### config.mk
export PLATFORM = sky130hd
export DESIGN_NAME = hcbp_queue
export DESIGN_NICKNAME = d
export VERILOG_FILES = /design/src/rtl/hcbp_pkg.sv /design/src/rtl/hcbp_queue.sv
export SDC_FILE = /design/constraint.sdc
export NUM_CORES = 1
export LEC_CHECK = 0
export BUFFER_PORTS_ARGS = -buffer_cell sky130_fd_sc_hd__buf_4
export CORE_UTILIZATION = 45
export CTS_BUF_LIST = sky130_fd_sc_hd__clkbuf_8
export CTS_CLUSTER_SIZE = 20
export DETAILED_ROUTE_END_ITERATION = 12
export SLEW_MARGIN = 10
export SYNTH_ARGS = -nofsm -noshare
export SYNTH_HDL_FRONTEND = slang
export SYNTH_SLANG_ARGS = --single-unit
### constraint.sdc
create_clock -name clock -period 2.55 [get_ports clock]
set_clock_uncertainty 0.05 [all_clocks]
set_input_delay 0.51 -clock clock [delete_from_list [all_inputs] [get_ports clock]]
set_output_delay 0.51 -clock clock [all_outputs]
set_load 0.005 [all_outputs]
### src/rtl/hcbp_pkg.sv
// ----------------------------------------------------------------------------
// hcbp_pkg
// Shared types and constants of the Huffman code bit packer: channel
// payloads, item kinds and default sizes.
// ----------------------------------------------------------------------------
package hcbp_pkg;

   // Default sizes handed to the top level's parameters
   localparam int MAX_CODE_LEN_DEF = 32;
   localparam int SYMBOL_COUNT_DEF = 256;

   // Entries in the queue between front and back end
   localparam int QUEUE_DEPTH = 4;

   // Bits in one packed output byte
   localparam int BYTE_W = 8;

   // Item kinds
   localparam logic [1:0] KIND_LOAD  = 2'd0;
   localparam logic [1:0] KIND_DATA  = 2'd1;
   localparam logic [1:0] KIND_FLUSH = 2'd2;

   typedef struct packed {
      logic [1:0]  kind;
      logic [7:0]  symbol;
      logic [31:0] code_bits;
      logic [5:0]  code_length;
   } hcbp_req_type;

   typedef struct packed {
      logic [7:0] out_byte;
      logic       last;
   } hcbp_rsp_type;

endpackage

### src/rtl/hcbp_queue.sv
// ----------------------------------------------------------------------------
// hcbp_queue
// Short first-in first-out queue of operations between front and back end.
// ----------------------------------------------------------------------------
module hcbp_queue import hcbp_pkg::*; #(
   parameter int WIDTH = 1
) (
   input  logic             clock,
   input  logic             reset,
   input  logic             push_valid,
   output logic             push_ready,
   input  logic [WIDTH-1:0] push_data,
   output logic             pop_valid,
   input  logic             pop_ready,
   output logic [WIDTH-1:0] pop_data
);

   localparam int PTR_W = (QUEUE_DEPTH > 1) ? $clog2(QUEUE_DEPTH) : 1;
   localparam int CNT_W = $clog2(QUEUE_DEPTH + 1);

   logic [WIDTH-1:0] entry_ff [QUEUE_DEPTH];
   logic [PTR_W-1:0] wr_ptr_ff, wr_ptr_in;
   logic [PTR_W-1:0] rd_ptr_ff, rd_ptr_in;
   logic [CNT_W-1:0] count_ff, count_in;
   logic             do_push, do_pop;

   assign push_ready = count_ff != CNT_W'(QUEUE_DEPTH);
   assign pop_valid  = count_ff != '0;
   assign pop_data   = entry_ff[rd_ptr_ff];
   assign do_push    = push_valid && push_ready;
   assign do_pop     = pop_valid && pop_ready;

   always_comb begin
      wr_ptr_in = wr_ptr_ff;
      rd_ptr_in = rd_ptr_ff;
      count_in  = count_ff;
      if (do_push) begin
         wr_ptr_in = (wr_ptr_ff == PTR_W'(QUEUE_DEPTH - 1)) ? '0 : wr_ptr_ff + 1'b1;
      end
      if (do_pop) begin
         rd_ptr_in = (rd_ptr_ff == PTR_W'(QUEUE_DEPTH - 1)) ? '0 : rd_ptr_ff + 1'b1;
      end
      if (do_push && !do_pop) begin
         count_in = count_ff + 1'b1;
      end else if (do_pop && !do_push) begin
         count_in = count_ff - 1'b1;
      end
   end

   always_ff @(posedge clock) begin
      if (reset) begin
         wr_ptr_ff <= '0;
         rd_ptr_ff <= '0;
         count_ff  <= '0;
      end else begin
         wr_ptr_ff <= wr_ptr_in;
         rd_ptr_ff <= rd_ptr_in;
         count_ff  <= count_in;
      end
   end

   always_ff @(posedge clock) begin
      if (do_push) begin
         entry_ff[wr_ptr_ff] <= push_data;
      end
   end

endmodule

==> results_dict.tcl <==
set metrics [dict create \
    run_status "complete, no violations" \
    hold_class "in2reg" \
    place.gp.congestion 0.728 \
    r2r_slack_ns 0.16 \
    power.leakage_nw 0.329 \
    max-vdd-ir-drop_uv 547 \
    worstPathCellList "or3b_1 -> and2_4 -> ha_1 -> inv_1 -> fa_1 -> xor2_1 -> or3_2 -> a21oi_1" \
    synth-edff-count 4 \
    final_setup_fails 0 \
    synth.net_count 65 \
    synthesis.area_um2 627 \
    port-buffer-count 7 \
    maxSlewViolCount 0 \
    finalSetupTns_ns 0 \
    placed_area_um2 689 \
    post_drt_via_cell_ratio 5.23 \
    start_util_pct 48.2 \
    drt_first_pass_iters 4 \
    n_antenna_cell 0 \
    worst_pin_slew_ns 0.373 \
    peak_fanout_along_the_critical_path 7 \
    netlist-cell-type-count 24 \
    grt_pass1_wl_um 1580 \
    insertion_delay_ns 0.24 \
    syn-mean-instance-area_um2 11.8 \
    timing.critical_path.slowest_cell_delay_ns 0.44 \
    critPathKind "reg2reg" \
    synth_seq_cells 13 \
    finish.utilization_pct 56.8 \
    critical_path.startpoint "count_ff[0]" \
    switching_share_pct 32.7 \
    worst_path_max_delay_cell "sky130_fd_sc_hd__dfxtp_1" \
    area_growth_syn_to_layout_pct 18.0 \
    relative_slew_slack_pct 75.0 \
    total_switching_power_uw 260 \
    cts.clk_slew.worst_paths_ns 0.05 \
    tritoncts_clock_tree "done" \
    final_net_count 75 \
    yosysTopAreaCell "sky130_fd_sc_hd__dfxtp_1" \
    overall_track_demand_over_capacity_in_global_routing_pct 16.1 \
    timing.final.crit_share_pct 93.6 \
    cts.hold.buffers_added 0 \
    routed_wl_um 993 \
    cts_num_sinks 13 \
    hold_viol_final 0 \
    final_area_um2 739 \
    r2r_end "count_ff[2]" \
    nFillCells 108 \
    worst_ep_required_time_ns 2.68 \
    cap_viol_max_count 0 \
    post-route-min-period_ns 2.39 \
    vias_in_the_first_global_route 396 \
    worstRegToRegCells 8 \
    fp.dieArea_um2 1550 \
    internal_portion_of_total_power_uw 535 \
    largest_buffer_count_on_any_clock_path 2 \
    die_w_um 39.3 \
    gr-total-overflow 0 \
    r2r_start "count_ff[0]" \
    max_h_tree_level 1 \
    cts-buffers-inserted 3 \
    ys_async_sr_fraction_pct 0 \
    powerDensity_nw_per_um2 1080 \
    yosysTopAreaCellShare_pct 28.7 \
    design.core.area_um2 1300 \
    placementRows 13 \
    share_of_the_yosys_chip_area_belonging_to_registers_pct 47.9 \
    antenna_violations_before_repair 0 \
    clock_power_share_pct 22.3 \
    detailedRoute.firstIterationViolations 7 \
    critPathCapture "count_ff[2]" \
    post_synth_inst_count 53 \
    yosys.cell_count.top_type "sky130_fd_sc_hd__dfxtp_1" \
    worstPathArrival_ns 2.51 \
    die-height_um 39.3 \
    vias 403 \
    synthTopCellsByCount "9 x sky130_fd_sc_hd__dfxtp_1, 6 x sky130_fd_sc_hd__ha_1, 4 x sky130_fd_sc_hd__and3_2, 4 x sky130_fd_sc_hd__edfxtp_1" \
    fmax_ghz 0.419 \
    remaining_drc_errors 0 \
    yosys_most_used_dff "sky130_fd_sc_hd__dfxtp_1" \
    power_frac_comb_pct 38.1 \
    rsz0062_at_grt "false" \
    floorplan.io_pins 8 \
    post_drt_wl_per_cell_um 12.9 \
    crit_path_end_kind "flip-flop" \
    timing.critical_path.from_type "flip-flop" \
    dp.final_hpwl_um 766 \
    synth_warnings 0 \
    power.share.sequential_pct 39.6 \
    layout-drive-gt1-share_pct 32.3 \
    synth_top_area_cells "sky130_fd_sc_hd__dfxtp_1 29%, sky130_fd_sc_hd__edfxtp_1 19%, sky130_fd_sc_hd__ha_1 12%" \
    maximum_number_of_pins_on_one_net_before_global_route_repair 10 \
    drtAntennaViolNets 0 \
    cell_chosen_for_the_clock_root "sky130_fd_sc_hd__clkbuf_8" \
]
## per-stage QoR
step / power [mW] / worst slack (ns) / std cells / hold slack, ns
floorplan: 0.522 / 0.321 / 53 / 0.413
global placement: 0.585 / 0.237 / 73 / 0.425
detailed placement: 0.616 / 0.0506 / 73 / 0.441
CTS: 0.794 / 0.0399 / 77 / 0.421
global route: 0.850 / 0.0571 / 77 / 0.423
finish: 0.795 / 0.163 / 77 / 0.425
## critical path: cells and delay by family (launching register included)
kind,cells,cell delay (ns)
flip-flops,1,0.44
XOR/XNOR,1,0.17
buffers and inverters,1,0.07
AND/OR/NAND/NOR,3,0.89
adder cells (fa/ha/maj),2,0.57
AO/OA/AOI/OAI,1,0.14
## layer usage
layer  track usage (%)  routed length [um]  vias up  share of wire (%)
met5                 0                   0        -                  0
met4              12.9                  32        0                3.2
met3              5.11                  36        5                3.6
met2              26.7                 494       10                 50
met1              16.5                 429      187                 43
li1                  -                   -      201                  -
## logic make-up after synthesis
group,after synthesis,synth area share [%]
fa+ha+maj,7,15.2
xor+xnor,2,2.79
flops,13,47.9
simple gates,17,17.0
buf+inv,5,3.19
compound gates,5,5.59
mux,4,8.38
## power groups by stage
stage	sequential [mW]	clock [mW]	combinational, mW
2_1_floorplan	0.306	0	0.216
3_3_place_gp	0.311	0	0.274
3_5_place_dp	0.317	0	0.299
4_1_cts	0.313	0.180	0.301
5_1_grt	0.326	0.192	0.333
6_report	0.315	0.177	0.303
## what timing repair did
action / in CTS / in global routing
setup endpoints to repair: 0 / 1
setup buffers: 0 / 0
resized for setup: 0 / 1
## cell type report
type | count | area, um^2 | area share [%]
Multi-Input combinational cell | 35 | 312 | 42.1
Tap cell | 15 | 18.8 | 2.54
Sequential cell | 13 | 300 | 40.6
Clock buffer | 3 | 41.3 | 5.58
Clock inverter | 1 | 3.75 | 0.508
Inverter | 3 | 11.3 | 1.52
Timing Repair Buffer | 7 | 52.6 | 7.11
## worst min path at each step
stage                              end  cells past startpoint         start  slack [ns]
after floorplan              flip-flop                      2  rd_ptr_ff[0]        0.41
after global placement    rd_ptr_ff[0]                      2  rd_ptr_ff[0]        0.42
after detailed placement  rd_ptr_ff[0]                      2  rd_ptr_ff[0]        0.44
after CTS                  entry_ff[0]                      1     push_data        0.42
after global routing       entry_ff[1]                      1     push_data        0.42
final                      entry_ff[1]                      1     push_data        0.42
## cells in the final DEF, fill, tap and decap left out
| cell | count |
|---|---|
| sky130_fd_sc_hd__dfxtp_1 | 9 |
| sky130_fd_sc_hd__buf_4 | 7 |
| sky130_fd_sc_hd__ha_1 | 6 |
| sky130_fd_sc_hd__inv_1 | 4 |
| sky130_fd_sc_hd__and3_2 | 4 |
| sky130_fd_sc_hd__edfxtp_1 | 4 |
| sky130_fd_sc_hd__mux2i_1 | 3 |
| sky130_fd_sc_hd__nor2_1 | 3 |
| sky130_fd_sc_hd__clkbuf_8 | 3 |
| sky130_fd_sc_hd__or3_2 | 2 |
| sky130_fd_sc_hd__o31ai_2 | 2 |
| sky130_fd_sc_hd__a21oi_1 | 2 |
| sky130_fd_sc_hd__nand2b_1 | 2 |
| sky130_fd_sc_hd__xor2_1 | 2 |
| sky130_fd_sc_hd__or3b_1 | 1 |
| sky130_fd_sc_hd__and2_4 | 1 |
| sky130_fd_sc_hd__mux4_2 | 1 |
| sky130_fd_sc_hd__or3_1 | 1 |
| sky130_fd_sc_hd__nand2_1 | 1 |
| sky130_fd_sc_hd__o21ai_0 | 1 |
| sky130_fd_sc_hd__nor3_1 | 1 |
| sky130_fd_sc_hd__nand3_1 | 1 |
| sky130_fd_sc_hd__fa_1 | 1 |
No activity file was read; power rests on OpenSTA's default activity.
