===== src/rtl/hcbp_pkg.sv =====
// ----------------------------------------------------------------------------
// hcbp_pkg
// Shared types and constants of the Huffman code bit packer: channel
// payloads, item kinds and default sizes.
// ----------------------------------------------------------------------------
package hcbp_pkg;

   // Default sizes handed to the top level's parameters
   localparam int MAX_CODE_LEN_DEF = 32;
   localparam int SYMBOL_COUNT_DEF = 256;

   // Entries in the queue between front and back end
   localparam int QUEUE_DEPTH = 4;

   // Bits in one packed output byte
   localparam int BYTE_W = 8;

   // Item kinds
   localparam logic [1:0] KIND_LOAD  = 2'd0;
   localparam logic [1:0] KIND_DATA  = 2'd1;
   localparam logic [1:0] KIND_FLUSH = 2'd2;

   typedef struct packed {
      logic [1:0]  kind;
      logic [7:0]  symbol;
      logic [31:0] code_bits;
      logic [5:0]  code_length;
   } hcbp_req_type;

   typedef struct packed {
      logic [7:0] out_byte;
      logic       last;
   } hcbp_rsp_type;

endpackage


===== src/rtl/hcbp_back.sv =====
// ----------------------------------------------------------------------------
// hcbp_back
// Back end: appends code words to the bit accumulator and sends complete
// bytes, one per cycle unless rsp stalls, through the output register.
// ----------------------------------------------------------------------------
module hcbp_back import hcbp_pkg::*; #(
   parameter int MAX_CODE_LEN = MAX_CODE_LEN_DEF,
   parameter int LEN_W        = $clog2(MAX_CODE_LEN + 1)
) (
   input  logic                    clock,
   input  logic                    reset,
   input  logic                    op_valid,
   output logic                    op_ready,
   input  logic                    op_flush,
   input  logic [LEN_W-1:0]        op_len,
   input  logic [MAX_CODE_LEN-1:0] op_code,
   output logic                    rsp_valid,
   input  logic                    rsp_stall,
   output hcbp_rsp_type            rsp_data
);

   localparam int BUF_W = MAX_CODE_LEN + BYTE_W;
   localparam int TOT_W = $clog2(MAX_CODE_LEN + BYTE_W);

   // Pending bits sit at the top of the buffer; everything below is zero
   logic [BUF_W-1:0] buf_ff, buf_in;
   logic [TOT_W-1:0] total_ff, total_in;
   logic             rsp_valid_ff, rsp_valid_in;
   hcbp_rsp_type     rsp_data_ff;

   logic             out_free;
   logic             emit;
   logic [TOT_W-1:0] rem;
   logic [BUF_W-1:0] base;
   logic             take;
   logic [BUF_W-1:0] code_ext;

   assign out_free = !rsp_valid_ff || !rsp_stall;
   assign emit     = (total_ff >= TOT_W'(BYTE_W)) && out_free;
   assign rem      = emit ? total_ff - TOT_W'(BYTE_W) : total_ff;
   assign base     = emit ? buf_ff << BYTE_W : buf_ff;
   assign op_ready = rem < TOT_W'(BYTE_W);
   assign take     = op_valid && op_ready;
   assign code_ext = {op_code, {BYTE_W{1'b0}}} >> rem[2:0];

   always_comb begin
      buf_in   = base;
      total_in = rem;
      if (take) begin
         if (op_flush) begin
            // A partial byte goes out as a full one padded with zeros
            total_in = (rem != '0) ? TOT_W'(BYTE_W) : '0;
         end else begin
            buf_in   = base | code_ext;
            total_in = rem + TOT_W'(op_len);
         end
      end
   end

   always_comb begin
      rsp_valid_in = rsp_valid_ff && rsp_stall;
      if (emit) begin
         rsp_valid_in = 1'b1;
      end
   end

   always_ff @(posedge clock) begin
      if (reset) begin
         buf_ff       <= '0;
         total_ff     <= '0;
         rsp_valid_ff <= 1'b0;
      end else begin
         buf_ff       <= buf_in;
         total_ff     <= total_in;
         rsp_valid_ff <= rsp_valid_in;
      end
   end

   always_ff @(posedge clock) begin
      if (emit) begin
         rsp_data_ff.out_byte <= buf_ff[BUF_W-1 -: BYTE_W];
         rsp_data_ff.last     <= rem < TOT_W'(BYTE_W);
      end
   end

   assign rsp_valid = rsp_valid_ff;
   assign rsp_data  = rsp_data_ff;

endmodule


===== config.mk =====
export PLATFORM = sky130hd
export DESIGN_NAME = hcbp_back
export DESIGN_NICKNAME = d
export VERILOG_FILES = /design/src/rtl/hcbp_pkg.sv /design/src/rtl/hcbp_back.sv
export SDC_FILE = /design/constraint.sdc
export NUM_CORES = 1
export LEC_CHECK = 0
export ABC_AREA = 1
export CORE_ASPECT_RATIO = 1.2
export CORE_MARGIN = 3
export CORE_UTILIZATION = 44
export CTS_BUF_LIST = sky130_fd_sc_hd__clkbuf_4
export DETAILED_ROUTE_END_ITERATION = 10
export DONT_BUFFER_PORTS = 1
export MAX_ROUTING_LAYER = met4
export PLACE_DENSITY = 0.69
export SLEW_MARGIN = 40
export SYNTH_ARGS = -nofsm -noshare
export SYNTH_HDL_FRONTEND = slang
export SYNTH_SLANG_ARGS = --single-unit

===== constraint.sdc =====
create_clock -name clock -period 2.4 [get_ports clock]
set_clock_uncertainty 0.15 [all_clocks]
set_input_delay 0.12 -clock clock [delete_from_list [all_inputs] [get_ports clock]]
set_output_delay 0.12 -clock clock [all_outputs]
set_load 0.1 [all_outputs]

==> results of run 1 <==
-- worst max-delay path by stage --
stage	startpoint	to	slack [ns]	cells past startpoint
3_5_place_dp	total_ff[4]	total_ff[5]	0.18	14
4_1_cts	total_ff[4]	total_ff[5]	0.15	14
3_3_place_gp	total_ff[4]	total_ff[5]	0.29	14
2_1_floorplan	rsp_valid	total_ff[5]	0.14	12
5_1_grt	total_ff[4]	total_ff[5]	0.02	14
6_report	total_ff[4]	total_ff[5]	0.20	14
-- power by group through the flow --
stage / combinational (µW) / sequential [µW] / clock, µW
after floorplan: 2090 / 1910 / 0
after global placement: 2460 / 1900 / 0
after detailed placement: 2510 / 1900 / 0
after CTS: 2560 / 1880 / 453
after global routing: 2870 / 1910 / 492
final: 2560 / 1880 / 442
-- flip-flops by register name, summed over array words and instances (netlist names) --
signal / flops
rsp_valid: 1
total_ff: 6
rsp_data: 9
buf_ff: 40
-- metal layers --
metal,up-vias,GRT usage,share of wire
met1,1773,0.279,0.46
met4,0,0.0690,0.019
met5,-,-,0
met2,115,0.318,0.46
li1,1988,-,-
met3,13,0.0271,0.052
-- cells in the mapped netlist --
library cell and n:
sky130_fd_sc_hd__or2_1 1, sky130_fd_sc_hd__dfxtp_1 47, sky130_fd_sc_hd__nand3_1 107, sky130_fd_sc_hd__inv_1 51, sky130_fd_sc_hd__or2_2 20, sky130_fd_sc_hd__nand4_1 5, sky130_fd_sc_hd__nor3_4 1, sky130_fd_sc_hd__nor2_4 1
sky130_fd_sc_hd__buf_6 4, sky130_fd_sc_hd__a21oi_1 45, sky130_fd_sc_hd__buf_2 12, sky130_fd_sc_hd__o21ai_0 37, sky130_fd_sc_hd__nand2_2 2, sky130_fd_sc_hd__clkinv_1 1, sky130_fd_sc_hd__nand2_1 198, sky130_fd_sc_hd__buf_4 1
sky130_fd_sc_hd__clkbuf_1 18, sky130_fd_sc_hd__ha_1 6, sky130_fd_sc_hd__nor3_1 1, sky130_fd_sc_hd__edfxtp_1 9, sky130_fd_sc_hd__or2_0 2, sky130_fd_sc_hd__o21ai_1 2, sky130_fd_sc_hd__inv_2 2, sky130_fd_sc_hd__nor3b_1 1
sky130_fd_sc_hd__o31ai_1 1, sky130_fd_sc_hd__mux2i_1 5, sky130_fd_sc_hd__fa_1 1, sky130_fd_sc_hd__buf_1 3, sky130_fd_sc_hd__o211ai_1 5, sky130_fd_sc_hd__nand3_2 2, sky130_fd_sc_hd__nor2_1 20, sky130_fd_sc_hd__nand2_4 1
sky130_fd_sc_hd__nor2_2 2
-- metrics by stage --
| step | utilization | cell area, µm² | power [µW] | instances | hold slack (ns) |
|---|---|---|---|---|---|
| after floorplan | - | 3840 | 4000 | 614 | 0.165 |
| after global routing | 0.494 | 4090 | 5270 | 721 | 0.0192 |
| after detailed placement | 0.470 | 3900 | 4410 | 702 | 0.0513 |
| after CTS | 0.493 | 4090 | 4890 | 721 | 0.000826 |
| final | 0.494 | 4090 | 4880 | 722 | 0.0149 |
| after global placement | 0.470 | 3900 | 4360 | 702 | 0.0475 |
-- worst register-to-register path: stages (launching register included) --
cell                      delay (ns)
sky130_fd_sc_hd__dfxtp_2        0.37
sky130_fd_sc_hd__inv_1          0.06
sky130_fd_sc_hd__ha_1           0.29
sky130_fd_sc_hd__inv_1          0.05
sky130_fd_sc_hd__nand3_2        0.08
sky130_fd_sc_hd__nand2_4        0.07
sky130_fd_sc_hd__ha_1           0.33
sky130_fd_sc_hd__nand2_1        0.08
sky130_fd_sc_hd__or2_2          0.30
sky130_fd_sc_hd__nand3_1        0.07
sky130_fd_sc_hd__nand2_1        0.05
sky130_fd_sc_hd__nand2_1        0.05
sky130_fd_sc_hd__nor2_1         0.04
sky130_fd_sc_hd__nor2_1         0.08
sky130_fd_sc_hd__nor2_1         0.04
-- kinds of logic after synthesis --
logic type	count (synthesis)
simple gates	364
buf+inv	92
compound gates	90
flops	56
fa+ha+maj	7
mux	5
-- area by class of cell --
type                       instances  area, µm²  area share
inverter                          54        203      0.0495
sequential                        56       1210       0.297
tap                              114        143      0.0348
clock buffer                       5       37.5     0.00917
timing repair buffer              23        233      0.0568
clock inverter                     3       25.0     0.00611
antenna                            1       2.50    0.000611
multi-input combinational        466       2240       0.546
-- timing repair --
| action | CTS | global route |
|---|---|---|
| endpoints found under the setup margin | 0 | 1 |
| hold buffers | 11 | 0 |
| resized for setup | 0 | 2 |
| hold endpoints to repair | 47 | 0 |
| setup buffers | 0 | 0 |
==> flow_summary.yaml, run 1 <==
cells_and_area:
  fill_cells: 920
  layout_commonest_cell: "sky130_fd_sc_hd__nand2_1"
  area.growth.synth_to_final_pct: 6.58
  commonest_non_fill_non_tap_cells_in_the_layout: "sky130_fd_sc_hd__nand2_1, sky130_fd_sc_hd__nand3_1, sky130_fd_sc_hd__inv_1, sky130_fd_sc_hd__a21oi_1, sky130_fd_sc_hd__dfxtp_1"
  final_layout_size_suffix_gt1_frac: 0.0923
  design.final.nets: 656
worst_hold_path:
  hold_start: "op_flush"
  hold_path_end: "buf_ff[2]"
  hold_path_depth: 5
  hold_path_class: "in2reg"
global_routing:
  antenna_found_initial: 0
  grt_first_pass_wirelength_um: 16400
  grt_max_degree: 47
  track_usage: 0.206
  number_of_global_route_vias_before_repair: 3611
  overflow: 0
worst_setup_path:
  rr_startpoint: "total_ff[4]"
  critical_path.top_delay_family: "simple AND/OR/NAND/NOR gates"
  timing.reg2reg.worst_path_depth: 14
  timing.critical_path.to_type: "flop"
  timing.setup.critical_path_class: "reg2reg"
  critical_path_required_ns: 2.54
  data_arrival_time_of_the_worst_path_ns: 2.34
  critical-path-slowest-cell: "sky130_fd_sc_hd__dfxtp_2"
  worst_path_largest_cell_delay_ns: 0.37
  critical_path.max_fanout: 4
  ff2ff_setup_slack_ns: 0.20
  crit_path_cell_trace: "inv_1 > ha_1 > inv_1 > nand3_2 > nand2_4 > ha_1 > nand2_1 > or2_2 > nand3_1 > nand2_1 > nand2_1 > nor2_1 > nor2_1 > nor2_1"
  crit_path_start_kind: "flop"
  critical_path.reg2reg.endpoint: "total_ff[5]"
  worst-path-buf-inv: 2
synthesis:
  synth.yosys.seq_area_share: 0.315
  synth.yosys.warnings: 0
  per_instance_average_area_after_synthesis_um2: 6.26
  synth_adder_area_share: 0.0248
  synth_largest_type_area_fraction: 0.245
  synth_top_cell_by_area: "sky130_fd_sc_hd__dfxtp_1"
  compound_gate_fraction_of_synth_area: 0.121
  synth.mux.area_fraction: 0.0130
  synth.top_cells.by_area: "sky130_fd_sc_hd__dfxtp_1, sky130_fd_sc_hd__nand2_1, sky130_fd_sc_hd__nand3_1"
  synthesized_netlist_net_count: 664
  post_synth_inst_count: 614
  synth_simple_gate_area_share: 0.423
  synth_area_um2: 3840
  synth_cell_type_count: 33
  synth_seq_cells: 56
  synth-xor-area-share: 0
  largest_family_of_logic_cells_by_synthesized_area: "simple AND/OR/NAND/NOR gates"
drt:
  routed_wirelength_um: 9630
  drt-pass1-iter-count: 5
  route.detailed.wl_per_inst_um: 13.3
  via_count: 3889
  post-route-drc-count: 0
  dr.first_iter.drc_count: 397
  drtAntennaViolNets: 0
  via_per_inst: 5.39
pwr:
  power_frac_clock: 0.091
  netSwitchingPower_uw: 2710
  power_density_nw_per_um2: 1190
  p_leak_uw: 0.00177
  pwr-share-seq: 0.385
  p_int_uw: 2170
  switching_share: 0.556
  max-vdd-ir-drop_uv: 861
  comb_power_share: 0.524
clocking:
  cts_inserted_buffers: 5
  cts.htree.levels: 2
  worst_setup_hold_path_clk_slew_ns: 0.17
  root_buffer: "sky130_fd_sc_hd__clkbuf_4"
  cts_buffer_depth: 2
  tritoncts_clock_tree: "built"
  clock_latency_ns: 0.39
  clkSinkCount: 56
placement:
  gp_congestion: 0.892
  post-dp-hpwl_um: 6880
  detailedPlace.worstSlack_ns: 0.185
  numPortBuffers: 0
sta:
  unrepaired_setup_endpoints_after_global_routing: "no"
  finalCritPeriodShare: 0.917
  tightest_slew_ns: 0.892
  max_slew_margin: 0.407
  max_freq_mhz: 454
  setup_slack_ns: 0.199
  totalNegativeSetupSlack_ns: 0
  setup_viol: 0
  timing_max_transition_violations_final: 0
  fin_crit_ns: 2.20
  finalHoldViolations: 0
floorplan:
  dieWidth_um: 91.3
  die_height_um: 108
  floorplan.initialDensity: 0.463
  core_area_um2: 8290
  die_outline_area_um2: 9890
  placement_rows: 36
  boundaryPins: 54
flow_run:
  drv_cap: 0
outcome:
  status: "finished, final reports clean"
(Power assumes the default switching activity.)
==> run 2, diff against run 1 <==
PLACE_DENSITY = 0.71   (was 0.69)
clock period = 2 ns   (was 2.4 ns; I/O delays follow)
==> run 2 against run 1 <==
- the run now ends with negative setup slack left
- global-route usage is 0.77 points higher
- via count is 6.5% higher
- hold slack better by 0.0058 ns
- count of clock-buffer cells in the layout stayed put
- worst setup slack worse by 0.31 ns
- routed wire length is 9.2% higher
- critical endpoint is now op_ready
- highest routed layer unchanged
==> flow_summary.yaml, run 2 (synthesis results as in run 1) <==
worst_setup_path:
  critical_path_required_ns: 1.75
  critical_path.reg2reg.endpoint: "total_ff[5]"
  critical-path-slowest-cell: "sky130_fd_sc_hd__dfxtp_2"
  data_arrival_time_of_the_worst_path_ns: 1.86
  worst-path-buf-inv: 5
  timing.setup.critical_path_class: "reg2out"
  crit_path_cell_trace: "inv_2 > ha_4 > inv_2 > nand3_2 > nand2_4 > buf_6 > nor3_4 > buf_12 > buf_12"
  rr_startpoint: "total_ff[4]"
  critical_path.max_fanout: 3
  ff2ff_setup_slack_ns: -0.11
  timing.reg2reg.worst_path_depth: 15
  critical_path.top_delay_family: "buffers and inverters"
  worst_path_largest_cell_delay_ns: 0.37
  crit_path_start_kind: "flop"
  worst_setup_path_startpoint: "total_ff[4]"
  timing.critical_path.to_type: "output port"
floorplan:
  floorplan.initialDensity: 0.463
  dieWidth_um: 91.3
  placement_rows: 36
  boundaryPins: 54
  die_outline_area_um2: 9890
  die_height_um: 108
  core_area_um2: 8290
sta:
  timing_max_transition_violations_final: 0
  max_freq_mhz: 473
  tightest_slew_ns: 0.396
  finalCritPeriodShare: 1.06
  setup_slack_ns: -0.114
  finalHoldViolations: 0
  max_slew_margin: 0.734
  whs_ns: 0.0206
  unrepaired_setup_endpoints_after_global_routing: "yes"
  fin_crit_ns: 2.11
  setup_viol: 22
worst_hold_path:
  hold_path_end: "total_ff[0]"
  hold_path_depth: 4
  hold_start: "op_len[0]"
  hold_path_class: "in2reg"
global_routing:
  overflow: 0
  grt_max_degree: 47
  track_usage: 0.213
  grt_first_pass_wirelength_um: 17000
  antenna_found_initial: 0
  number_of_global_route_vias_before_repair: 3751
cells_and_area:
  layout_commonest_cell: "sky130_fd_sc_hd__nand2_1"
  design.final.nets: 694
  largest_register_ff_count: 40
  antenna_cells_inserted: 0
  area.growth.synth_to_final_pct: 21.3
  final_layout_size_suffix_gt1_frac: 0.169
  commonest_non_fill_non_tap_cells_in_the_layout: "sky130_fd_sc_hd__nand2_1, sky130_fd_sc_hd__nand3_1, sky130_fd_sc_hd__inv_1, sky130_fd_sc_hd__dfxtp_1, sky130_fd_sc_hd__a21oi_1"
  most_flop_heavy_register: "buf_ff"
pwr:
  max-vdd-ir-drop_uv: 733
  p_leak_uw: 0.00204
  report.power.total_uw: 7920
  power_density_nw_per_um2: 1700
clocking:
  root_buffer: "sky130_fd_sc_hd__clkbuf_4"
  cts_inserted_buffers: 5
  cts.htree.levels: 2
  cts_buffer_depth: 2
  tritoncts_clock_tree: "built"
  clkSinkCount: 56
  clock_latency_ns: 0.39
  worst_setup_hold_path_clk_slew_ns: 0.16
outcome:
  failed_checks: "negative setup slack"
  status: "finished, violations left"
drt:
  drt-pass1-iter-count: 5
  dr.first_iter.drc_count: 425
  via_count: 4142
  route.detailed.wl_per_inst_um: 13.8
  via_per_inst: 5.46
  post-route-drc-count: 0
  drtAntennaViolNets: 0
  routed_wirelength_um: 10500
placement:
  post-dp-hpwl_um: 6850
  gp_congestion: 0.961
  numPortBuffers: 0
  detailedPlace.worstSlack_ns: -0.0400
flow_run:
  drv_cap: 0
## run 2: cell types whose count changed in the layout (fill, tap and decap cells not counted), sizes merged
cell	change
dlygate4sd3	+3
buf	+32
inv	-2
diode	-1
clkinv	+2
clkbuf	+3
## run 2: layer usage
metal  vias to the layer above  global-route usage  wire [µm]
met5                         -                   -          0
met4                         0              0.0873        294
met3                        27              0.0285        634
met2                       182               0.340       5110
met1                      1864               0.275       4460
li1                       2069                   -          -
## run 2: how the worst max path moves through the flow
stage             endpoint  depth (start not counted)
2_1_floorplan  total_ff[5]                         14
3_3_place_gp   total_ff[5]                         14
3_5_place_dp   total_ff[5]                         14
4_1_cts           op_ready                          9
5_1_grt        total_ff[5]                         15
6_report          op_ready                          9
## run 2: worst reg2reg max path, cell delays in order (launching register included)
cell and delay (ns):
sky130_fd_sc_hd__dfxtp_2 0.37, sky130_fd_sc_hd__inv_2 0.05, sky130_fd_sc_hd__ha_4 0.25, sky130_fd_sc_hd__inv_2 0.03, sky130_fd_sc_hd__nand3_2 0.06, sky130_fd_sc_hd__nand2_4 0.05
sky130_fd_sc_hd__buf_4 0.14, sky130_fd_sc_hd__ha_4 0.27, sky130_fd_sc_hd__nand2_2 0.06, sky130_fd_sc_hd__or2_4 0.23, sky130_fd_sc_hd__nand3_2 0.06, sky130_fd_sc_hd__nand2_1 0.05
sky130_fd_sc_hd__nand2_1 0.06, sky130_fd_sc_hd__nor2_1 0.04, sky130_fd_sc_hd__nor2_1 0.08, sky130_fd_sc_hd__nor2_1 0.04
## run 2: cell type report
cell class	instances	area, µm²
Sequential cell	56	1220
Multi-Input combinational cell	466	2330
Fill cell	820	3630
Clock buffer	5	37.5
Clock inverter	3	22.5
Timing Repair Buffer	61	703
Inverter	54	206
Tap cell	114	143
## run 2: timing repair
item | in CTS | in global routing
pin swaps | 5 | 12
cloned | 2 | 4
gates resized for setup | 8 | 18
endpoints found under the setup margin | 2 | 46
buffers inserted | 5 | 12
hold buffers | 14 | 0
endpoints found under the hold margin | 47 | 0
## run 2: where the power goes
group / total [µW] / internal, µW / leakage (µW) / switching, µW
registers: 1650 / 1510 / 0.000472 / 149
logic: 5750 / 2440 / 0.00153 / 3310
clock network: 518 / 143 / 0.0000356 / 375
total: 7920 / 4090 / 0.00204 / 3830
## run 2: stage by stage
step / utilization / cells / setup TNS [ns] / instance area, µm²
after floorplan: - / 614 / 0 / 3890
after global placement: 0.493 / 714 / 0 / 4080
after detailed placement: 0.493 / 714 / -0.0400 / 4080
after CTS: 0.535 / 743 / -0.211 / 4440
after global routing: 0.562 / 759 / -4.90 / 4660
final: 0.562 / 759 / -1.43 / 4660
